File: config.mk
export PLATFORM = sky130hd
export DESIGN_NAME = soft_binned_histogram
export DESIGN_NICKNAME = d
export VERILOG_FILES = /design/src/sbh_pkg.sv /design/src/sbh_div.sv /design/src/sbh_store.sv /design/src/soft_binned_histogram.sv
export SDC_FILE = /design/constraint.sdc
export NUM_CORES = 2
export LEC_CHECK = 0
export BUFFER_PORTS_ARGS = -buffer_cell sky130_fd_sc_hd__buf_2
export CAP_MARGIN = 20
export CORE_ASPECT_RATIO = 2
export CORE_MARGIN = 2
export CORE_UTILIZATION = 55
export CTS_BUF_LIST = sky130_fd_sc_hd__clkbuf_4
export DETAILED_ROUTE_END_ITERATION = 12
export PLACE_DENSITY = 0.75
export SLEW_MARGIN = 10
export SYNTH_ARGS = -nofsm -noshare
export SYNTH_HDL_FRONTEND = slang
export SYNTH_SLANG_ARGS = --single-unit
File: constraint.sdc
create_clock -name clk -period 12.71 [get_ports clk]
set_input_delay 0.6355 -clock clk [delete_from_list [all_inputs] [get_ports clk]]
set_output_delay 0.6355 -clock clk [all_outputs]
set_load 0.02 [all_outputs]
File: src/sbh_pkg.sv
// Package for the soft-binned histogram: constants, action codes and shared types.
// Used by every module of the block; depends on nothing.
package sbh_pkg;

    localparam int DEF_BINS = 16;

    localparam logic [1:0] ACT_INSERT = 2'd0;
    localparam logic [1:0] ACT_CLEAR  = 2'd1;
    localparam logic [1:0] ACT_READ   = 2'd2;
    localparam logic [1:0] ACT_UNUSED = 2'd3;

    localparam logic [15:0] RST_RANGE_MIN = 16'h0000;
    localparam logic [15:0] RST_RANGE_MAX = 16'h7FFF;
    localparam logic [15:0] RST_BIN_WIDTH = 16'd2048;

    localparam logic [1:0] REG_RANGE_MIN = 2'd0;
    localparam logic [1:0] REG_RANGE_MAX = 2'd1;
    localparam logic [1:0] REG_BIN_WIDTH = 2'd2;

    typedef struct packed {
        logic        start;
        logic [47:0] dividend;
        logic [31:0] divisor;
    } div_req_t;

    typedef struct packed {
        logic        done;
        logic [47:0] quotient;
    } div_rsp_t;

    function automatic logic [31:0] sat_add32(input logic [31:0] a, input logic [31:0] b);
        logic [32:0] s;
        s = {1'b0, a} + {1'b0, b};
        return s[32] ? 32'hFFFF_FFFF : s[31:0];
    endfunction

endpackage

File: src/sbh_div.sv
// Radix-2 restoring divider, one quotient bit per cycle, 48 by 32 bits.
// Depends on sbh_pkg for the request and response types.
module sbh_div
(
    input  logic              clk,
    input  logic              rst_n,
    input  sbh_pkg::div_req_t req,
    output sbh_pkg::div_rsp_t rsp
);

    logic [5:0]  cnt_reg, cnt_next;
    logic        busy_reg, busy_next;
    logic        done_reg, done_next;
    logic [47:0] quo_reg, quo_next;
    logic [32:0] rem_reg, rem_next;
    logic [31:0] dvs_reg, dvs_next;
    logic [32:0] shifted;
    logic [33:0] diff;

    always_comb
    begin
        busy_next = busy_reg;
        done_next = 1'b0;
        cnt_next  = cnt_reg;
        quo_next  = quo_reg;
        rem_next  = rem_reg;
        dvs_next  = dvs_reg;
        shifted   = {rem_reg[31:0], quo_reg[47]};
        diff      = {1'b0, shifted} - {2'b00, dvs_reg};
        if (req.start)
        begin
            busy_next = 1'b1;
            cnt_next  = 6'd0;
            quo_next  = req.dividend;
            rem_next  = 33'd0;
            dvs_next  = req.divisor;
        end
        else if (busy_reg)
        begin
            if (!diff[33])
            begin
                rem_next = diff[32:0];
                quo_next = {quo_reg[46:0], 1'b1};
            end
            else
            begin
                rem_next = shifted;
                quo_next = {quo_reg[46:0], 1'b0};
            end
            cnt_next = cnt_reg + 6'd1;
            if (cnt_reg == 6'd47)
            begin
                busy_next = 1'b0;
                done_next = 1'b1;
            end
        end
    end

    always_ff @(posedge clk or negedge rst_n)
    begin
        if (!rst_n)
        begin
            busy_reg <= 1'b0;
            done_reg <= 1'b0;
            cnt_reg  <= 6'd0;
        end
        else
        begin
            busy_reg <= busy_next;
            done_reg <= done_next;
            cnt_reg  <= cnt_next;
        end
    end

    always_ff @(posedge clk)
    begin
        quo_reg <= quo_next;
        rem_reg <= rem_next;
        dvs_reg <= dvs_next;
    end

    assign rsp.done     = done_reg;
    assign rsp.quotient = quo_reg;

endmodule

File: src/sbh_store.sv
// Bin store: synchronous memory of Q16.16 bin weights with a registered read port.
// Depends on sbh_pkg for the default bin count.
module sbh_store
#(
    parameter int BINS = sbh_pkg::DEF_BINS
)
(
    input  logic                    clk,
    input  logic                    we,
    input  logic [$clog2(BINS)-1:0] waddr,
    input  logic [31:0]             wdata,
    input  logic [$clog2(BINS)-1:0] raddr,
    output logic [31:0]             rdata
);

    logic [31:0] mem [BINS];

    always_ff @(posedge clk)
    begin
        if (we)
        begin
            mem[waddr] <= wdata;
        end
        rdata <= mem[raddr];
    end

endmodule

File: src/soft_binned_histogram.sv
// Top level of the soft-binned histogram: APB registers, sequencer, bin store and divider.
// Depends on sbh_pkg, sbh_store and sbh_div.
//
// An insert keeps busy high through a pass of the serial divider for the
// offset over the bin width, a step for each of the three candidate bins,
// and for each bin that takes weight (at most two, since no more than two bin
// centers lie closer than one bin width) a weight quotient and a write-back,
// then a step to add the total. A sample outside the range and an unused
// action leave busy low. A clear sweeps the store one bin a cycle. A read-out
// runs one divider pass per bin and gives one result transfer per bin with
// last_bin set on the final one. Results appear for one cycle under
// result_valid and cannot be held off. After reset the block clears the
// store before it drops busy; start is taken only while busy is low.
module soft_binned_histogram
#(
    parameter int BINS = sbh_pkg::DEF_BINS
)
(
    input  logic        clk,
    input  logic        rst_n,
    input  logic        psel,
    input  logic        penable,
    input  logic        pwrite,
    input  logic [3:0]  paddr,
    input  logic [31:0] pwdata,
    output logic [31:0] prdata,
    output logic        pready,
    input  logic        start,
    output logic        busy,
    input  logic [1:0]  action,
    input  logic signed [15:0] sample,
    output logic        result_valid,
    output logic [5:0]  bin_index,
    output logic [16:0] bin_value,
    output logic [31:0] point_count,
    output logic        last_bin
);

    localparam int AW = $clog2(BINS);

    localparam logic [3:0] S_CLEAR  = 4'd0;
    localparam logic [3:0] S_IDLE   = 4'd1;
    localparam logic [3:0] S_TDIV   = 4'd2;
    localparam logic [3:0] S_NBR    = 4'd3;
    localparam logic [3:0] S_RDWAIT = 4'd4;
    localparam logic [3:0] S_WDIV   = 4'd5;
    localparam logic [3:0] S_WRITE  = 4'd6;
    localparam logic [3:0] S_TOTAL  = 4'd7;
    localparam logic [3:0] S_RREAD  = 4'd8;
    localparam logic [3:0] S_RDIV   = 4'd9;
    localparam logic [3:0] S_ROUT   = 4'd10;

    logic [15:0] rmin_reg, rmax_reg, bw_reg;
    logic        cfg_wr;
    logic [3:0]  st_reg, st_next;
    logic [AW:0] ptr_reg, ptr_next;
    logic [31:0] tot_reg, tot_next;
    logic [31:0] cnt_reg, cnt_next;
    logic [31:0] sum_reg, sum_next;
    logic [17:0] off2_reg, off2_next;
    logic [16:0] w_reg, w_next;
    logic [16:0] tgt_reg, tgt_next;
    logic [1:0]  k_reg, k_next;
    logic [31:0] wt_reg, wt_next;
    logic        rv_reg, rv_next;
    logic [5:0]  ri_reg, ri_next;
    logic [16:0] rval_reg, rval_next;
    logic        rl_reg, rl_next;
    logic        st_we;
    logic [AW-1:0] st_waddr, st_raddr;
    logic [31:0] st_wdata, st_rdata;
    sbh_pkg::div_req_t dreq;
    sbh_pkg::div_rsp_t drsp;
    logic signed [17:0] off;
    logic signed [18:0] bidx;
    logic signed [19:0] ctr;
    logic signed [19:0] e_s;
    logic [18:0] e_abs;
    logic [17:0] w2;
    logic [47:0] q;

    assign pready = 1'b1;
    assign cfg_wr = psel && penable && pwrite;

    always_ff @(posedge clk or negedge rst_n)
    begin
        if (!rst_n)
        begin
            rmin_reg <= sbh_pkg::RST_RANGE_MIN;
            rmax_reg <= sbh_pkg::RST_RANGE_MAX;
            bw_reg   <= sbh_pkg::RST_BIN_WIDTH;
        end
        else if (cfg_wr)
        begin
            case (paddr[3:2])
                sbh_pkg::REG_RANGE_MIN: rmin_reg <= pwdata[15:0];
                sbh_pkg::REG_RANGE_MAX: rmax_reg <= pwdata[15:0];
                sbh_pkg::REG_BIN_WIDTH: bw_reg   <= pwdata[15:0];
                default:                ;
            endcase
        end
    end

    always_comb
    begin
        case (paddr[3:2])
            sbh_pkg::REG_RANGE_MIN: prdata = {{16{rmin_reg[15]}}, rmin_reg};
            sbh_pkg::REG_RANGE_MAX: prdata = {{16{rmax_reg[15]}}, rmax_reg};
            sbh_pkg::REG_BIN_WIDTH: prdata = {16'd0, bw_reg};
            default:                prdata = 32'd0;
        endcase
    end

    assign off  = 18'(sample) - 18'(signed'(rmin_reg));
    assign bidx = $signed({2'b00, tgt_reg}) + 19'(signed'({1'b0, k_reg})) - 19'sd1;
    assign ctr  = 20'($signed({bidx, 1'b1})) * 20'($signed({3'b000, w_reg}));
    assign e_s  = $signed({2'b00, off2_reg}) - ctr;
    assign e_abs = e_s[19] ? 19'(-e_s) : e_s[18:0];
    assign w2   = {w_reg, 1'b0};
    assign q    = drsp.quotient;

    sbh_store #(.BINS(BINS)) u_store
    (
        .clk   (clk),
        .we    (st_we),
        .waddr (st_waddr),
        .wdata (st_wdata),
        .raddr (st_raddr),
        .rdata (st_rdata)
    );

    sbh_div u_div
    (
        .clk   (clk),
        .rst_n (rst_n),
        .req   (dreq),
        .rsp   (drsp)
    );

    always_comb
    begin
        st_next   = st_reg;
        ptr_next  = ptr_reg;
        tot_next  = tot_reg;
        cnt_next  = cnt_reg;
        sum_next  = sum_reg;
        off2_next = off2_reg;
        w_next    = w_reg;
        tgt_next  = tgt_reg;
        k_next    = k_reg;
        wt_next   = wt_reg;
        rv_next   = 1'b0;
        ri_next   = ri_reg;
        rval_next = rval_reg;
        rl_next   = 1'b0;
        st_we     = 1'b0;
        st_waddr  = ptr_reg[AW-1:0];
        st_wdata  = 32'd0;
        st_raddr  = ptr_reg[AW-1:0];
        dreq      = '0;
        case (st_reg)
            S_CLEAR:
            begin
                st_we    = 1'b1;
                ptr_next = ptr_reg + (AW+1)'(1);
                if (ptr_reg == (AW+1)'(BINS - 1))
                begin
                    st_next = S_IDLE;
                end
            end
            S_IDLE:
            begin
                if (start)
                begin
                    case (action)
                        sbh_pkg::ACT_INSERT:
                        begin
                            if ($signed(sample) >= $signed(rmin_reg) &&
                                $signed(sample) <= $signed(rmax_reg))
                            begin
                                w_next    = (bw_reg == 16'd0) ? 17'd1 : {1'b0, bw_reg};
                                off2_next = {off[16:0], 1'b0};
                                sum_next  = 32'd0;
                                k_next    = 2'd0;
                                cnt_next  = sbh_pkg::sat_add32(cnt_reg, 32'd1);
                                dreq.start    = 1'b1;
                                dreq.dividend = 48'(off[16:0]);
                                dreq.divisor  = (bw_reg == 16'd0) ? 32'd1 : 32'(bw_reg);
                                st_next   = S_TDIV;
                            end
                        end
                        sbh_pkg::ACT_CLEAR:
                        begin
                            tot_next = 32'd0;
                            cnt_next = 32'd0;
                            ptr_next = '0;
                            st_next  = S_CLEAR;
                        end
                        sbh_pkg::ACT_READ:
                        begin
                            ptr_next = '0;
                            st_next  = S_RREAD;
                        end
                        default: ;
                    endcase
                end
            end
            S_TDIV:
            begin
                if (drsp.done)
                begin
                    tgt_next = q[16:0];
                    st_next  = S_NBR;
                end
            end
            S_NBR:
            begin
                if (bidx >= 19'sd0 && bidx < 19'(BINS) && e_abs < 19'(w2))
                begin
                    st_raddr = bidx[AW-1:0];
                    ptr_next = (AW+1)'(bidx[AW-1:0]);
                    dreq.start    = 1'b1;
                    dreq.dividend = {14'd0, 18'(w2 - e_abs[17:0]), 16'd0};
                    dreq.divisor  = 32'(w2);
                    st_next = S_WDIV;
                end
                else if (k_reg == 2'd2)
                begin
                    st_next = S_TOTAL;
                end
                else
                begin
                    k_next = k_reg + 2'd1;
                end
            end
            S_WDIV:
            begin
                if (drsp.done)
                begin
                    wt_next = q[31:0];
                    st_next = S_WRITE;
                end
            end
            S_WRITE:
            begin
                st_we    = 1'b1;
                st_wdata = sbh_pkg::sat_add32(st_rdata, wt_reg);
                sum_next = sbh_pkg::sat_add32(sum_reg, wt_reg);
                if (k_reg == 2'd2)
                begin
                    st_next = S_TOTAL;
                end
                else
                begin
                    k_next  = k_reg + 2'd1;
                    st_next = S_NBR;
                end
            end
            S_TOTAL:
            begin
                tot_next = sbh_pkg::sat_add32(tot_reg, sum_reg);
                st_next  = S_IDLE;
            end
            S_RREAD:
            begin
                st_next = S_RDWAIT;
            end
            S_RDWAIT:
            begin
                dreq.start    = 1'b1;
                dreq.dividend = {st_rdata, 16'd0};
                dreq.divisor  = (tot_reg == 32'd0) ? 32'd1 : tot_reg;
                st_next = S_RDIV;
            end
            S_RDIV:
            begin
                if (drsp.done)
                begin
                    if (tot_reg == 32'd0)
                    begin
                        rval_next = 17'd0;
                    end
                    else if (q > 48'd65536)
                    begin
                        rval_next = 17'd65536;
                    end
                    else
                    begin
                        rval_next = q[16:0];
                    end
                    st_next = S_ROUT;
                end
            end
            S_ROUT:
            begin
                rv_next  = 1'b1;
                ri_next  = 6'(ptr_reg);
                rl_next  = (ptr_reg == (AW+1)'(BINS - 1));
                ptr_next = ptr_reg + (AW+1)'(1);
                st_next  = (ptr_reg == (AW+1)'(BINS - 1)) ? S_IDLE : S_RREAD;
            end
            default:
            begin
                st_next = S_IDLE;
            end
        endcase
    end

    always_ff @(posedge clk or negedge rst_n)
    begin
        if (!rst_n)
        begin
            st_reg  <= S_CLEAR;
            ptr_reg <= '0;
            tot_reg <= 32'd0;
            cnt_reg <= 32'd0;
            rv_reg  <= 1'b0;
            rl_reg  <= 1'b0;
        end
        else
        begin
            st_reg  <= st_next;
            ptr_reg <= ptr_next;
            tot_reg <= tot_next;
            cnt_reg <= cnt_next;
            rv_reg  <= rv_next;
            rl_reg  <= rl_next;
        end
    end

    always_ff @(posedge clk)
    begin
        sum_reg  <= sum_next;
        off2_reg <= off2_next;
        w_reg    <= w_next;
        tgt_reg  <= tgt_next;
        k_reg    <= k_next;
        wt_reg   <= wt_next;
        ri_reg   <= ri_next;
        rval_reg <= rval_next;
    end

    assign busy         = (st_reg != S_IDLE);
    assign result_valid = rv_reg;
    assign bin_index    = ri_reg;
    assign bin_value    = rval_reg;
    assign point_count  = cnt_reg;
    assign last_bin     = rl_reg;

    property p_last_has_valid;
        @(posedge clk) disable iff (!rst_n) last_bin |-> result_valid;
    endproperty
    assert property (p_last_has_valid) else $error("last_bin without result");

    property p_no_result_idle;
        @(posedge clk) disable iff (!rst_n) (st_reg == S_IDLE && !result_valid) |=> !result_valid;
    endproperty
    assert property (p_no_result_idle) else $error("result outside read-out");

    property p_value_bound;
        @(posedge clk) disable iff (!rst_n) result_valid |-> bin_value <= 17'd65536;
    endproperty
    assert property (p_value_bound) else $error("bin_value above one");

    property p_write_in_bounds;
        @(posedge clk) disable iff (!rst_n) st_we |-> ptr_reg < (AW+1)'(BINS);
    endproperty
    assert property (p_write_in_bounds) else $error("store write out of range");

endmodule
==> results.py <==
metrics = {
    "status": {
        "outcome": "finished, violations left",
        "failed_checks": "negative setup slack",
    },
    "logic_synthesis": {
        "synth-main-ff-cell": "edfxtp_1",
        "synthTopCellsByArea": "edfxtp_1 (42%), ha_1 (7.0%), fa_1 (6.1%)",
        "syn_nets": 5065,
        "yosysSeqAreaShare_pct": 51.18,
        "syn_area_per_cell_um2": 11.37,
        "synth_cells": 4556,
        "ys_ff_latch": 925,
        "synth-edff-count": 730,
        "ys_types": 83,
        "synth_common_cells": "edfxtp_1 (730), inv_1 (450), nor2_1 (347), nand2_1 (334), mux2i_1 (300)",
        "synthArstFlopShare_pct": 14.16,
        "yosys.area.top_type": "edfxtp_1",
        "mappedNetlistArea_um2": 51780,
        "synth.most_common_cell": "edfxtp_1",
        "synth_warnings": 0,
        "synth_top_area_share_pct": 42.33,
    },
    "route": {
        "wl_per_cell_um": 23.99,
        "drt_wl_total_um": 157300,
        "drtPass1Iterations": 8,
        "postRouteAntennaNets": 0,
        "drt_iter0_markers": 3130,
        "vias": 39520,
        "drcViolationCount": 0,
        "viasPerCell": 6.028,
    },
    "global_route": {
        "grt_max_degree": 85,
        "grt_pass1_wl_um": 231300,
        "grt.total_usage_pct": 31.72,
        "grt_overflow": 0,
        "antenna_found_initial": 5,
        "first_global_vias": 40620,
    },
    "finish": {
        "fin_nets": 5681,
        "stdcell_count": 6556,
        "largest_reg_flops": 512,
        "nFillCells": 6748,
        "multi_input_area_um2": 24140,
        "final_util_pct": 66.43,
        "synthToLayoutAreaGrowth_pct": 20.20,
        "seq_area_um2": 26500,
        "drive_above_1_share_pct": 22.60,
    },
    "timing": {
        "setup_violations": 112,
        "final_max_slew_viol_count": 0,
        "holdWs_ps": 97.87,
        "finalClockSkew_ps": 97.69,
        "fin_crit_ps": 13070,
        "hold_viol_final": 0,
        "slew_headroom_pct": 9.583,
        "final.period_utilization_pct": 102.8,
        "worstMarginPinSlew_ps": 1356,
        "rsz0062_at_grt": "yes",
        "clock.fmax_mhz": 76.50,
        "finalWorstSetupSlack_ps": -361.2,
    },
    "worst_setup_path": {
        "startpoint": "k_reg[1]",
        "end_kind": "register",
        "cp.required_ps": 13740,
        "r2r_start": "k_reg[1]",
        "crit_arrival_ps": 14100,
        "worstPathMaxFanout": 7,
        "cp-start-kind": "register",
        "max_stage_delay_ps": 570,
        "worst-setup-path-type": "reg -> reg",
        "worstPathBufferInverterCount": 17,
        "cp_common_cell": "fa_1",
        "path_delay_family": "adder cells",
        "slowest_stage": "fa_1",
    },
    "floorplanning": {
        "die-area_um2": 96770,
        "initial_utilization_pct": 55.26,
        "fp.dieH_um": 437.9,
        "die_w_um": 221.0,
        "num_rows": 159,
        "ioPinCount": 151,
        "core_area_um2": 93700,
    },
    "clock_network": {
        "cts_sinks": 925,
        "numCtsBuffers": 201,
        "clock_latency_ps": 1160,
        "clock-root-buffer": "clkbuf_4",
        "clock_path_buffers": 3,
        "clkTransAtPathRegs_ps": 80,
        "cts_tree": "yes",
        "cts.htree.levels": 4,
    },
    "job": {
        "max_cap_viol_count": 0,
    },
    "placed_design": {
        "hpwl_um": 106000,
        "place_inst": 6034,
        "port_buffers": 130,
        "routabilityCongestion": 0.9960,
        "place_ws_ps": -1311,
    },
    "hold_path": {
        "hp-class": "in -> async",
    },
}
final timing paths:
kind                                          end  slack [ps]  cells past startpoint
worst max-delay path            u_store.rdata[26]        -360                     57
worst min-delay path                   bw_reg[15]         100                      2
worst max register to register  u_store.rdata[26]        -360                     57
worst min register to register       bin_index[4]         450                      0
max in group asynchronous          u_div.busy_reg       11280                      3
min in group clk                      off2_reg[3]         110                      3
metrics by stage:
stage	instance area [um2]	setup TNS (ps)
global placement	56380	-222110
detailed placement	56410	-255490
finish	62240	-12460
floorplan	51980	0
CTS	61210	-35340
global route	62240	-78890
cells in the final DEF, fill, tap and decap left out, drive strengths merged, types with 16 or more instances in the layout:
master / synthesis / layout
edfxtp: 730 / 730
buf: 52 / 588
inv: 450 / 457
nor2: 347 / 347
nand2: 334 / 334
mux2i: 300 / 300
ha: 291 / 291
clkbuf: 153 / 282
o21ai: 248 / 248
a21oi: 222 / 222
fa: 158 / 158
o22ai: 134 / 134
dfrtp: 115 / 115
xnor2: 111 / 111
clkinv: 1 / 94
and2: 80 / 80
nor3: 70 / 70
xor2: 67 / 67
dfxtp: 64 / 64
a21o: 52 / 52
nand2b: 39 / 39
a211oi: 35 / 35
mux2: 34 / 34
and3: 34 / 34
nand3: 34 / 34
o21a: 33 / 33
a222oi: 32 / 32
a22o: 32 / 32
nor2b: 31 / 31
a21boi: 30 / 30
nor4: 28 / 28
nand4: 24 / 24
a31oi: 20 / 20
dlygate4sd3: 0 / 18
dfstp: 16 / 16
o21bai: 16 / 16
per-layer routing:
layer  global-route usage [%]  part of all wire [%]  vias to the layer above
met4                    28.21                    11                        0
met1                    30.20                    31                    19260
met2                    57.71                    52                     1899
met5                        0                     0                        -
li1                         -                     -                    17610
met3                    5.911                   6.6                      752
timing repair:
action	in CTS	in global routing
pin swaps	77	89
gates resized for setup	226	172
setup buffers	60	46
gates cloned	25	9
setup endpoints to repair	227	227
hold buffers	18	0
hold endpoints to repair	132	0
final cells by class:
type	instances	area share, %
Antenna cell	5	0.02010
Clock buffer	273	3.293
Clock inverter	102	0.7900
Inverter	451	2.740
Multi-Input combinational cell	2975	38.79
Sequential cell	925	42.58
Tap cell	1207	2.426
Timing Repair Buffer	617	9.339
Timing Repair inverter	1	0.02613
worst reg2reg max path, delay by kind of cell, from the launching register on:
kind / cells / cell delay, ps
flip-flops: 1 / 400
adder cells (fa/ha/maj): 12 / 4680
buffers and inverters: 17 / 1970
AO/OA/AOI/OAI: 10 / 2170
multiplexers: 2 / 560
XOR/XNOR: 3 / 750
AND/OR/NAND/NOR: 13 / 2440
cells by family (layout without fill, tap and decap cells):
kind of cell / count (synthesis) / count (layout) / synth area share, %
other: 2 / 7 / 0.01450
buffers and inverters: 656 / 1444 / 4.944
flip-flops: 925 / 925 / 51.18
adder cells (fa/ha/maj): 449 / 449 / 13.14
AND/OR/NAND/NOR: 1075 / 1075 / 9.566
XOR/XNOR: 185 / 185 / 3.320
multiplexers: 334 / 334 / 6.538
AO/OA/AOI/OAI: 930 / 930 / 11.30
Power is not shown: default switching activity piles up to over one toggle a cycle in this logic, so the estimate is an artifact.
